--- config.mk ---
export PLATFORM = sky130hd
export DESIGN_NAME = moving_average_filter
export DESIGN_NICKNAME = d
export VERILOG_FILES = /design/src/design/mavg_pkg.sv /design/src/design/mavg_cell.sv /design/src/design/mavg_div.sv /design/src/design/moving_average_filter.sv
export SDC_FILE = /design/constraint.sdc
export NUM_CORES = 1
export LEC_CHECK = 0
export ABC_CLOCK_PERIOD_IN_PS = 6600
export CORE_UTILIZATION = 60
export CTS_BUF_LIST = sky130_fd_sc_hd__clkbuf_8
export CTS_CLUSTER_SIZE = 24
export DETAILED_ROUTE_END_ITERATION = 6
export DONT_BUFFER_PORTS = 1
export PLACE_DENSITY = 0.83
export SYNTH_ARGS = -nofsm -noshare
export SYNTH_HDL_FRONTEND = slang
export SYNTH_SLANG_ARGS = --single-unit
export TNS_END_PERCENT = 50
--- constraint.sdc ---
create_clock -name clk -period 6.6 [get_ports clk]
set_input_delay 1.32 -clock clk [delete_from_list [all_inputs] [get_ports clk]]
set_output_delay 1.32 -clock clk [all_outputs]
set_load 0.005 [all_outputs]
--- src/design/mavg_pkg.sv ---
// ----------------------------------------------------------------------------
// Moving average filter package
// Shared widths, defaults and the control bundle for the window cells.
// ----------------------------------------------------------------------------
`default_nettype none

package mavg_pkg;

    // Default number of cells in the window chain.
    localparam int MAX_WINDOW_DEF = 32;

    // Sample and result width, fixed by the interface.
    localparam int SAMPLE_W = 16;

    // Width of the window length register port.
    localparam int CFG_W = 6;

    // Window length after reset, before clamping to the chain length.
    localparam int WINDOW_LENGTH_RESET = 8;

    // Control that every cell of the window chain receives.
    typedef struct packed {
        logic shift;
        logic clear;
    } cell_ctl_t;

endpackage

`default_nettype wire

--- src/design/mavg_cell.sv ---
// ----------------------------------------------------------------------------
// Moving average window cell
// Holds one sample of the window and takes its neighbor's sample on a shift.
// ----------------------------------------------------------------------------
`default_nettype none

module mavg_cell (
    input  wire logic                                  clk,
    input  wire logic                                  rst_n,
    input  wire mavg_pkg::cell_ctl_t                   ctl,
    input  wire logic signed [mavg_pkg::SAMPLE_W-1:0]  d,
    output logic signed [mavg_pkg::SAMPLE_W-1:0]       q
);
    import mavg_pkg::*;

    logic signed [SAMPLE_W-1:0] data_reg;
    logic signed [SAMPLE_W-1:0] data_next;

    // A clear empties the cell; a shift takes the neighbor's sample.
    always_comb
    begin
        data_next = data_reg;
        if (ctl.clear)
        begin
            data_next = '0;
        end
        else if (ctl.shift)
        begin
            data_next = d;
        end
    end

    always_ff @(posedge clk or negedge rst_n)
    begin
        if (!rst_n)
        begin
            data_reg <= '0;
        end
        else
        begin
            data_reg <= data_next;
        end
    end

    assign q = data_reg;

endmodule

`default_nettype wire

--- src/design/mavg_div.sv ---
// ----------------------------------------------------------------------------
// Moving average divider
// Signed sum divided by the window length, one quotient bit per cycle,
// truncated toward zero.
// ----------------------------------------------------------------------------
`default_nettype none

module mavg_div #(
    parameter int SUM_W = 22,
    parameter int LEN_W = 6
) (
    input  wire logic                                  clk,
    input  wire logic                                  rst_n,
    input  wire logic                                  start,
    input  wire logic signed [SUM_W-1:0]               dividend,
    input  wire logic [LEN_W-1:0]                      divisor,
    output logic                                       done,
    output logic signed [mavg_pkg::SAMPLE_W-1:0]       quotient
);
    import mavg_pkg::*;

    // The magnitude of the sum always fits one bit less than the sum.
    localparam int NUM_W = SUM_W - 1;
    localparam int CNT_W = $clog2(NUM_W + 1);

    logic             busy_reg, busy_next;
    logic             done_reg, done_next;
    logic             neg_reg, neg_next;
    logic [CNT_W-1:0] cnt_reg, cnt_next;
    logic [NUM_W-1:0] quo_reg, quo_next;
    logic [LEN_W-1:0] rem_reg, rem_next;
    logic [LEN_W-1:0] den_reg, den_next;

    logic [SUM_W-1:0] mag_full;
    logic [LEN_W:0]   rem_shift;
    logic [LEN_W:0]   rem_diff;
    logic             fits;
    logic [NUM_W-1:0] quo_signed;

    // Magnitude of the incoming sum.
    assign mag_full = dividend[SUM_W-1] ? SUM_W'(-dividend) : SUM_W'(dividend);

    // One restoring step: bring down the next dividend bit and try a subtract.
    assign rem_shift = {rem_reg, quo_reg[NUM_W-1]};
    assign rem_diff  = rem_shift - {1'b0, den_reg};
    assign fits      = (rem_shift >= {1'b0, den_reg});

    always_comb
    begin
        busy_next = busy_reg;
        done_next = 1'b0;
        neg_next  = neg_reg;
        cnt_next  = cnt_reg;
        quo_next  = quo_reg;
        rem_next  = rem_reg;
        den_next  = den_reg;
        if (start)
        begin
            busy_next = 1'b1;
            neg_next  = dividend[SUM_W-1];
            cnt_next  = '0;
            quo_next  = mag_full[NUM_W-1:0];
            rem_next  = '0;
            den_next  = divisor;
        end
        else if (busy_reg)
        begin
            quo_next = {quo_reg[NUM_W-2:0], fits};
            rem_next = fits ? rem_diff[LEN_W-1:0] : rem_shift[LEN_W-1:0];
            cnt_next = cnt_reg + CNT_W'(1);
            if (cnt_reg == CNT_W'(NUM_W - 1))
            begin
                busy_next = 1'b0;
                done_next = 1'b1;
            end
        end
    end

    // Control state.
    always_ff @(posedge clk or negedge rst_n)
    begin
        if (!rst_n)
        begin
            busy_reg <= 1'b0;
            done_reg <= 1'b0;
            cnt_reg  <= '0;
        end
        else
        begin
            busy_reg <= busy_next;
            done_reg <= done_next;
            cnt_reg  <= cnt_next;
        end
    end

    // Datapath registers.
    always_ff @(posedge clk)
    begin
        neg_reg <= neg_next;
        quo_reg <= quo_next;
        rem_reg <= rem_next;
        den_reg <= den_next;
    end

    // Restore the sign; the quotient magnitude is held until the next start.
    assign quo_signed = neg_reg ? NUM_W'(-quo_reg) : quo_reg;
    assign quotient   = quo_signed[SAMPLE_W-1:0];
    assign done       = done_reg;

endmodule

`default_nettype wire

--- src/design/moving_average_filter.sv ---
// ----------------------------------------------------------------------------
// Moving average filter
// Each accepted request runs through the load, divide and deliver states, with
// the sum divided by the bit-serial divider; no new request is taken until the
// result has moved into the output register.
// Reset and every window length write clear the window chain and the sum.
// ----------------------------------------------------------------------------
`default_nettype none

module moving_average_filter #(
    parameter int MAX_WINDOW = mavg_pkg::MAX_WINDOW_DEF
) (
    input  wire logic                                  clk,
    input  wire logic                                  rst_n,
    input  wire logic                                  cfg_we,
    input  wire logic [mavg_pkg::CFG_W-1:0]            window_length,
    input  wire logic                                  in_valid,
    output logic                                       in_stall,
    input  wire logic signed [mavg_pkg::SAMPLE_W-1:0]  sample,
    output logic                                       out_valid,
    input  wire logic                                  out_stall,
    output logic signed [mavg_pkg::SAMPLE_W-1:0]       average
);
    import mavg_pkg::*;

    localparam int LEN_W   = $clog2(MAX_WINDOW + 1);
    localparam int SUM_W   = SAMPLE_W + LEN_W;
    localparam int IDX_W   = (MAX_WINDOW > 1) ? $clog2(MAX_WINDOW) : 1;
    localparam int CMP_W   = (LEN_W > CFG_W) ? LEN_W : CFG_W;
    localparam int RST_LEN = (WINDOW_LENGTH_RESET > MAX_WINDOW) ? MAX_WINDOW
                                                               : WINDOW_LENGTH_RESET;

    typedef enum logic [3:0] {
        ST_IDLE    = 4'b0001,
        ST_LOAD    = 4'b0010,
        ST_DIVIDE  = 4'b0100,
        ST_DELIVER = 4'b1000
    } state_t;

    state_t                     state_reg, state_next;
    logic [LEN_W-1:0]           len_reg, len_next;
    logic signed [SUM_W-1:0]    sum_reg, sum_next;
    logic                       out_valid_reg, out_valid_next;
    logic signed [SAMPLE_W-1:0] average_reg, average_next;

    logic                       in_accept;
    logic                       out_take;
    logic [CMP_W-1:0]           cfg_ext;
    logic [LEN_W-1:0]           cfg_len;
    logic [LEN_W-1:0]           tap_full;
    logic [IDX_W-1:0]           tap_idx;
    logic signed [SAMPLE_W-1:0] leave_sample;
    cell_ctl_t                  cell_ctl;
    logic signed [SAMPLE_W-1:0] cell_q [MAX_WINDOW];
    logic                       div_done;
    logic signed [SAMPLE_W-1:0] div_quotient;

    assign in_accept = in_valid && !in_stall;
    assign out_take  = out_valid_reg && !out_stall;
    assign in_stall  = (state_reg != ST_IDLE);

    // Clamp a written window length to the range of the chain.
    assign cfg_ext = CMP_W'(window_length);
    always_comb
    begin
        if (cfg_ext == '0)
        begin
            cfg_len = LEN_W'(1);
        end
        else if (cfg_ext > CMP_W'(MAX_WINDOW))
        begin
            cfg_len = LEN_W'(MAX_WINDOW);
        end
        else
        begin
            cfg_len = cfg_ext[LEN_W-1:0];
        end
    end

    // The cells shift on every accepted request and clear on a length write.
    assign cell_ctl.shift = in_accept;
    assign cell_ctl.clear = cfg_we;

    // Window chain: cell 0 takes the new sample, each later cell its neighbor.
    for (genvar k = 0; k < MAX_WINDOW; k++)
    begin : g_cell
        if (k == 0)
        begin : g_head
            mavg_cell u_cell (
                .clk   (clk),
                .rst_n (rst_n),
                .ctl   (cell_ctl),
                .d     (sample),
                .q     (cell_q[k])
            );
        end
        else
        begin : g_body
            mavg_cell u_cell (
                .clk   (clk),
                .rst_n (rst_n),
                .ctl   (cell_ctl),
                .d     (cell_q[k-1]),
                .q     (cell_q[k])
            );
        end
    end

    // The sample leaving the window sits in the last cell of the window.
    assign tap_full     = len_reg - LEN_W'(1);
    assign tap_idx      = tap_full[IDX_W-1:0];
    assign leave_sample = cell_q[tap_idx];

    // Running sum and window length.
    always_comb
    begin
        len_next = len_reg;
        sum_next = sum_reg;
        if (cfg_we)
        begin
            len_next = cfg_len;
            sum_next = '0;
        end
        else if (in_accept)
        begin
            sum_next = sum_reg - SUM_W'(leave_sample) + SUM_W'(sample);
        end
    end

    mavg_div #(
        .SUM_W (SUM_W),
        .LEN_W (LEN_W)
    ) u_div (
        .clk      (clk),
        .rst_n    (rst_n),
        .start    (state_reg == ST_LOAD),
        .dividend (sum_reg),
        .divisor  (len_reg),
        .done     (div_done),
        .quotient (div_quotient)
    );

    // Sequencer and output register.
    always_comb
    begin
        state_next     = state_reg;
        out_valid_next = out_valid_reg;
        average_next   = average_reg;
        if (out_take)
        begin
            out_valid_next = 1'b0;
        end
        unique case (state_reg)
            ST_IDLE:
            begin
                if (in_accept)
                begin
                    state_next = ST_LOAD;
                end
            end
            ST_LOAD:
            begin
                state_next = ST_DIVIDE;
            end
            ST_DIVIDE:
            begin
                if (div_done)
                begin
                    state_next = ST_DELIVER;
                end
            end
            ST_DELIVER:
            begin
                if (!out_valid_reg || !out_stall)
                begin
                    out_valid_next = 1'b1;
                    average_next   = div_quotient;
                    state_next     = ST_IDLE;
                end
            end
            default:
            begin
                state_next = ST_IDLE;
            end
        endcase
    end

    always_ff @(posedge clk or negedge rst_n)
    begin
        if (!rst_n)
        begin
            state_reg     <= ST_IDLE;
            len_reg       <= LEN_W'(RST_LEN);
            sum_reg       <= '0;
            out_valid_reg <= 1'b0;
        end
        else
        begin
            state_reg     <= state_next;
            len_reg       <= len_next;
            sum_reg       <= sum_next;
            out_valid_reg <= out_valid_next;
        end
    end

    always_ff @(posedge clk)
    begin
        average_reg <= average_next;
    end

    assign out_valid = out_valid_reg;
    assign average   = average_reg;

    // The divider reports completion only while the sequencer waits for it.
    assert property (@(posedge clk) disable iff (!rst_n)
        div_done |-> (state_reg == ST_DIVIDE))
        else $error("divider finished outside the divide state");

    // The window length always selects a cell inside the chain.
    assert property (@(posedge clk) disable iff (!rst_n)
        (len_reg >= LEN_W'(1)) && (len_reg <= LEN_W'(MAX_WINDOW)))
        else $error("window length outside the chain");

    // A length write leaves an empty sum behind.
    assert property (@(posedge clk) disable iff (!rst_n)
        cfg_we |=> (sum_reg == '0))
        else $error("sum not cleared by a window length write");

endmodule

`default_nettype wire

# [After elaboration in Yosys (flattened, before gate mapping)]
# Index checks and enable logic that the tools add are counted.
[totals] register_bits=602 out_inout_bits=18 word_cells=166 in_bits=27
[classes] n_bitwise=1 reduce_logical=11 mux=91 add_sub_neg=7 order_cmp=3 eq_ne=9
[ops] operator="16-bit two-way mux" n=67
[ops] operator="16-bit binary-select mux with 5-bit select" n=1
[ops] operator="21-bit two-way mux" n=3
[ops] operator="22-bit two-way mux" n=2
[ops] operator="22-bit by 16-bit adder with 22-bit output" n=1
[ops] operator="22-bit by 16-bit subtractor with 22-bit output" n=1
[ops] operator="21-bit negation" n=1
[ops] operator="6-bit two-way mux" n=3
[ops] operator="16-bit negation" n=1
[ops] operator="4-bit case mux with 4 select lines" n=1
[ops] operator="4-bit two-way mux" n=3
[ops] operator="5-bit two-way mux" n=2
[ops] operator="1-bit two-way mux" n=9
[ops] operator="7-bit by 6-bit >= comparator with 1-bit output" n=1
[ops] operator="6-bit >= comparator, second input constant" n=1
[ops] operator="6-bit > comparator, second input constant" n=1
[ops] operator="6-bit zero test" n=1
[ops] operator="5-bit NOT with 6-bit output" n=1
[ops] operator="6-bit subtractor" n=1
[ops] operator="5-bit by 1-bit adder with 5-bit output, second input constant" n=1
[ops] operator="5-bit == test, second input constant" n=1
[ops] operator="5-bit by 1-bit subtractor with 5-bit output, second input constant" n=1
[ops] operator="4-bit by 1-bit == test with 1-bit output, second input constant" n=1
[ops] operator="4-bit by 2-bit == test with 1-bit output, second input constant" n=1
[ops] operator="other kinds (11)" n=16

# [Depth between registers and ports, before layout]
[logic_depth] word_depth=9 depth_mapped=23 ltp_nobuf=16

# [By module]
# Synthesis repeated with hierarchy kept, for this count alone.
[unflattened] hier_cells=2507 hier_area_um2=31326.3
[by_module_without_submodules] module="mavg_cell" area_each_um2=660.6 cells_per_inst=52 n_inst=32
[by_module_without_submodules] module="moving_average_filter" area_each_um2=7418.4 cells_per_inst=561 n_inst=1
[by_module_without_submodules] module="mavg_div" area_each_um2=2767.7 cells_per_inst=282 n_inst=1

# [Least setup slack after synthesis]
# Ideal clock, no wire load.
[synth_path] kind="register to register" from="register len_reg[0]" to="register sum_reg[20]" path_stages_with_launch=22 required_time_ns=6.479 t_arrival_ns=5.452 path_slack_ns=1.027 cell_sequence="dfrtp_1 > clkbuf_1 > buf_6 > buf_2 > buf_2 > inv_1 > ha_1 > buf_2 > buf_2 > buf_1 > mux4_2 > mux4_2 > mux2i_1 > fa_1 > fa_1 > a211oi_1 > o21ai_0 > a32oi_1 > nand2_1 > a221oi_1 > xnor2_1 > a22o_1"
[synth_via] elab_chain_cells=9
[synth_lines] element="start: declaration" line="moving_average_filter.sv:41" text="logic [LEN_W-1:0] len_reg, len_next;"
[synth_lines] element="start signal: assignment" line="moving_average_filter.sv:193" text="len_reg <= LEN_W'(RST_LEN);"
[synth_lines] element="start signal: assignment" line="moving_average_filter.sv:200" text="len_reg <= len_next;"
[synth_lines] element="5-bit by 1-bit subtractor with 5-bit output" line="moving_average_filter.sv:110" text="assign tap_full = len_reg - LEN_W'(1);"
[synth_lines] element="5-bit NOT with 6-bit output (implied by the code)" line="moving_average_filter.sv:112" text="assign leave_sample = cell_q[tap_idx];"
[synth_lines] element="16-bit binary-select mux with 5-bit select" line="moving_average_filter.sv:112"
[synth_lines] element="16-bit two-way mux (implied by the code) (2 in a row)" line="moving_average_filter.sv:112"
[synth_lines] element="22-bit by 16-bit subtractor with 22-bit output" line="moving_average_filter.sv:126" text="sum_next = sum_reg - SUM_W'(leave_sample) + SUM_W'(sample);"
[synth_lines] element="22-bit by 16-bit adder with 22-bit output" line="moving_average_filter.sv:126"
[synth_lines] element="22-bit two-way mux" line="moving_average_filter.sv:124" text="else if (in_accept)"
[synth_lines] element="22-bit two-way mux" line="moving_average_filter.sv:119" text="if (cfg_we)"
[synth_lines] element="end signal: assignment" line="moving_average_filter.sv:201" text="sum_reg <= sum_next;"
[synth_lines] element="end: declaration" line="moving_average_filter.sv:42" text="logic signed [SUM_W-1:0] sum_reg, sum_next;"
# No other way between the ends. The select of a mux whose other input is x is not followed.
# A chain may end at the register's enable or synchronous reset.

# [Final worst setup path]
[layout_path] from="register len_reg[0]" to="register sum_reg[21]"
# The elaborated chain is that of the path after synthesis.

==> flow_summary.toml <==
[synthesis]
ys_seq_elements = 602
synthesis.area_sq_um = 30000
synth_compound_area_frac = 0.121
synth_cells = 3060
synth_top_family_by_area = "simple AND/OR/NAND/NOR gates"
ys_types = 63
ys_warn_count = 0
synthArstFlopShare = 0.917
muxShareOfSynthArea = 0.128
syn-num-nets = 3143
synth_xor_area_frac = 0.0164
synthAdderAreaFrac = 0.0289
synth-simple-area-share = 0.157
synth.yosys.seq_area_share = 0.509
avgSynthCellArea_sq_um = 9.80
synthFlopType = "dfrtp_1"
synth_edf_count = 44

[timing]
rsz0062_at_grt = "false"
post-route-period-util = 0.840
finalSetupViolCount = 0
fin_crit_ns = 5.54
setup_tns_ns = 0
setup_slack_ns = 1.06
finalClockSkew_ns = 0.0386
timing.fmax_ghz = 0.180
holdWs_ns = 0.369
slew_headroom = -0.536
worst_pin_slew_ns = 2.30
finalHoldViolations = 0
slew_violations = 339

[pwr]
vdd_ir_drop_max_uv = 369
power_mw = 10.2
powerDensity_nw_per_um2 = 320
cellLeakagePower_nw = 12.9

[setup_path]
cp_common_cell = "mux4_2"
startpoint_type = "register"
slowest_stage = "a2111oi_0"
worst-setup-path-type = "reg -> reg"
path_cells = "inv_1 > ha_4 > buf_4 > mux4_2 > mux4_2 > mux2i_1 > fa_1 > ha_1 > nand2_1 > a2111oi_0 > o31ai_1 > xnor2_1 > a21oi_1 > a31o_2"
critPathMaxFanout = 21
crit_family = "adder cells"
cp_slowest_stage_delay_ns = 0.81
cp-end-kind = "register"
worst_ep_required_time_ns = 7.18
critPathBufInv = 2
crit_arrival_ns = 6.12

[clock_tree]
numCtsBuffers = 94
clkTransAtPathRegs_ns = 0.06
cts_tree = "yes"
cts_sinks = 602
htree_levels = 3
cts_resized = 0
root_buffer = "clkbuf_8"
worstSkewPairLatency_ns = 0.71
clockBufferDepth = 3
hold_buffers = 0
cts_setup_buffers = 0

[drt]
wl_per_cell_um = 17.7
routed_wl_um = 65000
drtAntennaViolNets = 0
first_pass_iters = 7
initialDrtViolationCount = 2621
viasPerCell = 6.00
vias = 22094
route.detailed.drc = 0

[final_layout]
seqCellArea_sq_um = 15300
layout_commonest_cell = "nand2_1"
fin_nets = 3035
final_cell_mix = "nand2_1 (1105), a21oi_1 (552), dfrtp_1 (549)"
fin_util = 0.648
largest_reg_flops = 496
design_area_sq_um = 31800
layout.cells.non_filler = 3681
fillers = 3648
final_layout_size_suffix_gt1_frac = 0.108
diodes = 0
areaGrowthSynthToFinish_pct = 6.20
multi_input_area_sq_um = 13500

[global_routing]
antenna_found_initial = 0
grt_pass1_vias = 21443
grt_pass1_wl_um = 107000
grt_max_degree = 553
gr-total-overflow = 0
grt.total_usage = 0.263

[placement]
post-place-cells = 3520
preCtsSetupSlack_ns = 1.02
dp_hpwl_um = 39200
routabilityCongestion = 0.920
dpl_cell_area_sq_um = 30100
port_buffers = 0

[floorplanning]
ioPinCount = 45
die_area_sq_um = 50900
fp.dieH_um = 226
core-area_sq_um = 49200
initial_core_util = 0.610
row_count = 81
die_width_um = 226

[run_status]
violations = "max-slew violations"
status = "finished with violations"

[hold_path]
hold_path.class = "in -> async"

[job]
drv_cap = 0
-- synthesized netlist by cell type, types with 5 or more instances --
| cell | n | area (sq um) |
|---|---|---|
| nor3_1 | 8 | 40.0 |
| nor2_1 | 40 | 150 |
| o211ai_1 | 5 | 37.5 |
| buf_4 | 9 | 67.6 |
| nor2b_1 | 5 | 31.3 |
| clkbuf_1 | 106 | 398 |
| dfxtp_1 | 6 | 120 |
| buf_2 | 104 | 521 |
| o31ai_1 | 12 | 90.1 |
| mux2i_1 | 21 | 210 |
| xor2_1 | 16 | 140 |
| dfrtp_1 | 550 | 13800 |
| nand2_1 | 1105 | 4150 |
| mux4_2 | 160 | 3600 |
| buf_1 | 10 | 37.5 |
| edfxtp_1 | 44 | 1320 |
| ha_1 | 34 | 425 |
| nand4_1 | 10 | 62.6 |
| xnor2_1 | 40 | 350 |
| fa_1 | 22 | 440 |
| a21oi_1 | 552 | 2760 |
| nand3_1 | 12 | 60.1 |
| inv_1 | 46 | 173 |
| a21o_1 | 9 | 67.6 |
| a22o_1 | 5 | 43.8 |
| o21ai_0 | 47 | 235 |
| nand2b_1 | 6 | 37.5 |
| nor4_1 | 6 | 37.5 |
-- logic make-up after synthesis --
| group | after synthesis |
|---|---|
| DFF | 602 |
| xor gates and xnor gates | 56 |
| AOI/OAI and AO/OA | 676 |
| adders and majority gates | 56 |
| muxes | 183 |
| and+or+nand+nor | 1210 |
| buffers and inverters | 277 |
-- where the power goes --
| group | leakage, nW | switching [mW] | internal (mW) |
|---|---|---|---|
| Clock | 1.05 | 1.46 | 1.49 |
| Combinational | 3.68 | 1.96 | 0.961 |
| Sequential | 8.15 | 0.296 | 4.01 |
| Total | 12.9 | 3.72 | 6.46 |
-- worst paths after layout --
check | start | end | slack (ns) | cells past startpoint
min in group clk | len_reg[5] | u_div.den_reg[5] | 0.46 | 0
setup / recovery | len_reg[0] | sum_reg[21] | 1.06 | 14
hold reg to reg | len_reg[5] | u_div.den_reg[5] | 0.46 | 0
max in group asynchronous | rst_n | g_cell[8].g_body.u_cell.q[2] | 4.44 | 0
setup reg to reg | len_reg[0] | sum_reg[21] | 1.06 | 14
hold / removal | rst_n | g_cell[28].g_body.u_cell.q[15] | 0.37 | 0
-- metal layers --
layer	vias to the layer above	part of all wire	global-route usage
met5	-	0	0
met4	0	0.028	0.0904
met3	137	0.060	0.0516
met2	715	0.49	0.421
met1	11016	0.42	0.361
li1	10226	-	-
-- worst register-to-register path: stages (launching register included) --
cell       delay (ns)
dfrtp_4          0.44
inv_1            0.08
ha_4             0.51
buf_4            0.42
mux4_2           0.56
mux4_2           0.46
mux2i_1          0.37
fa_1             0.50
ha_1             0.43
nand2_1          0.13
a2111oi_0        0.81
o31ai_1          0.16
xnor2_1          0.24
a21oi_1          0.10
a31o_2           0.24
-- final cells by class --
cell class / instances / area share
Clock buffer: 107 / 0.0463
Clock inverter: 54 / 0.00849
Sequential cell: 602 / 0.479
Timing Repair Buffer: 26 / 0.00849
Tap cell: 664 / 0.0261
Multi-Input combinational cell: 2181 / 0.425
Inverter: 47 / 0.00578
Power figures use the tool's default switching activity.
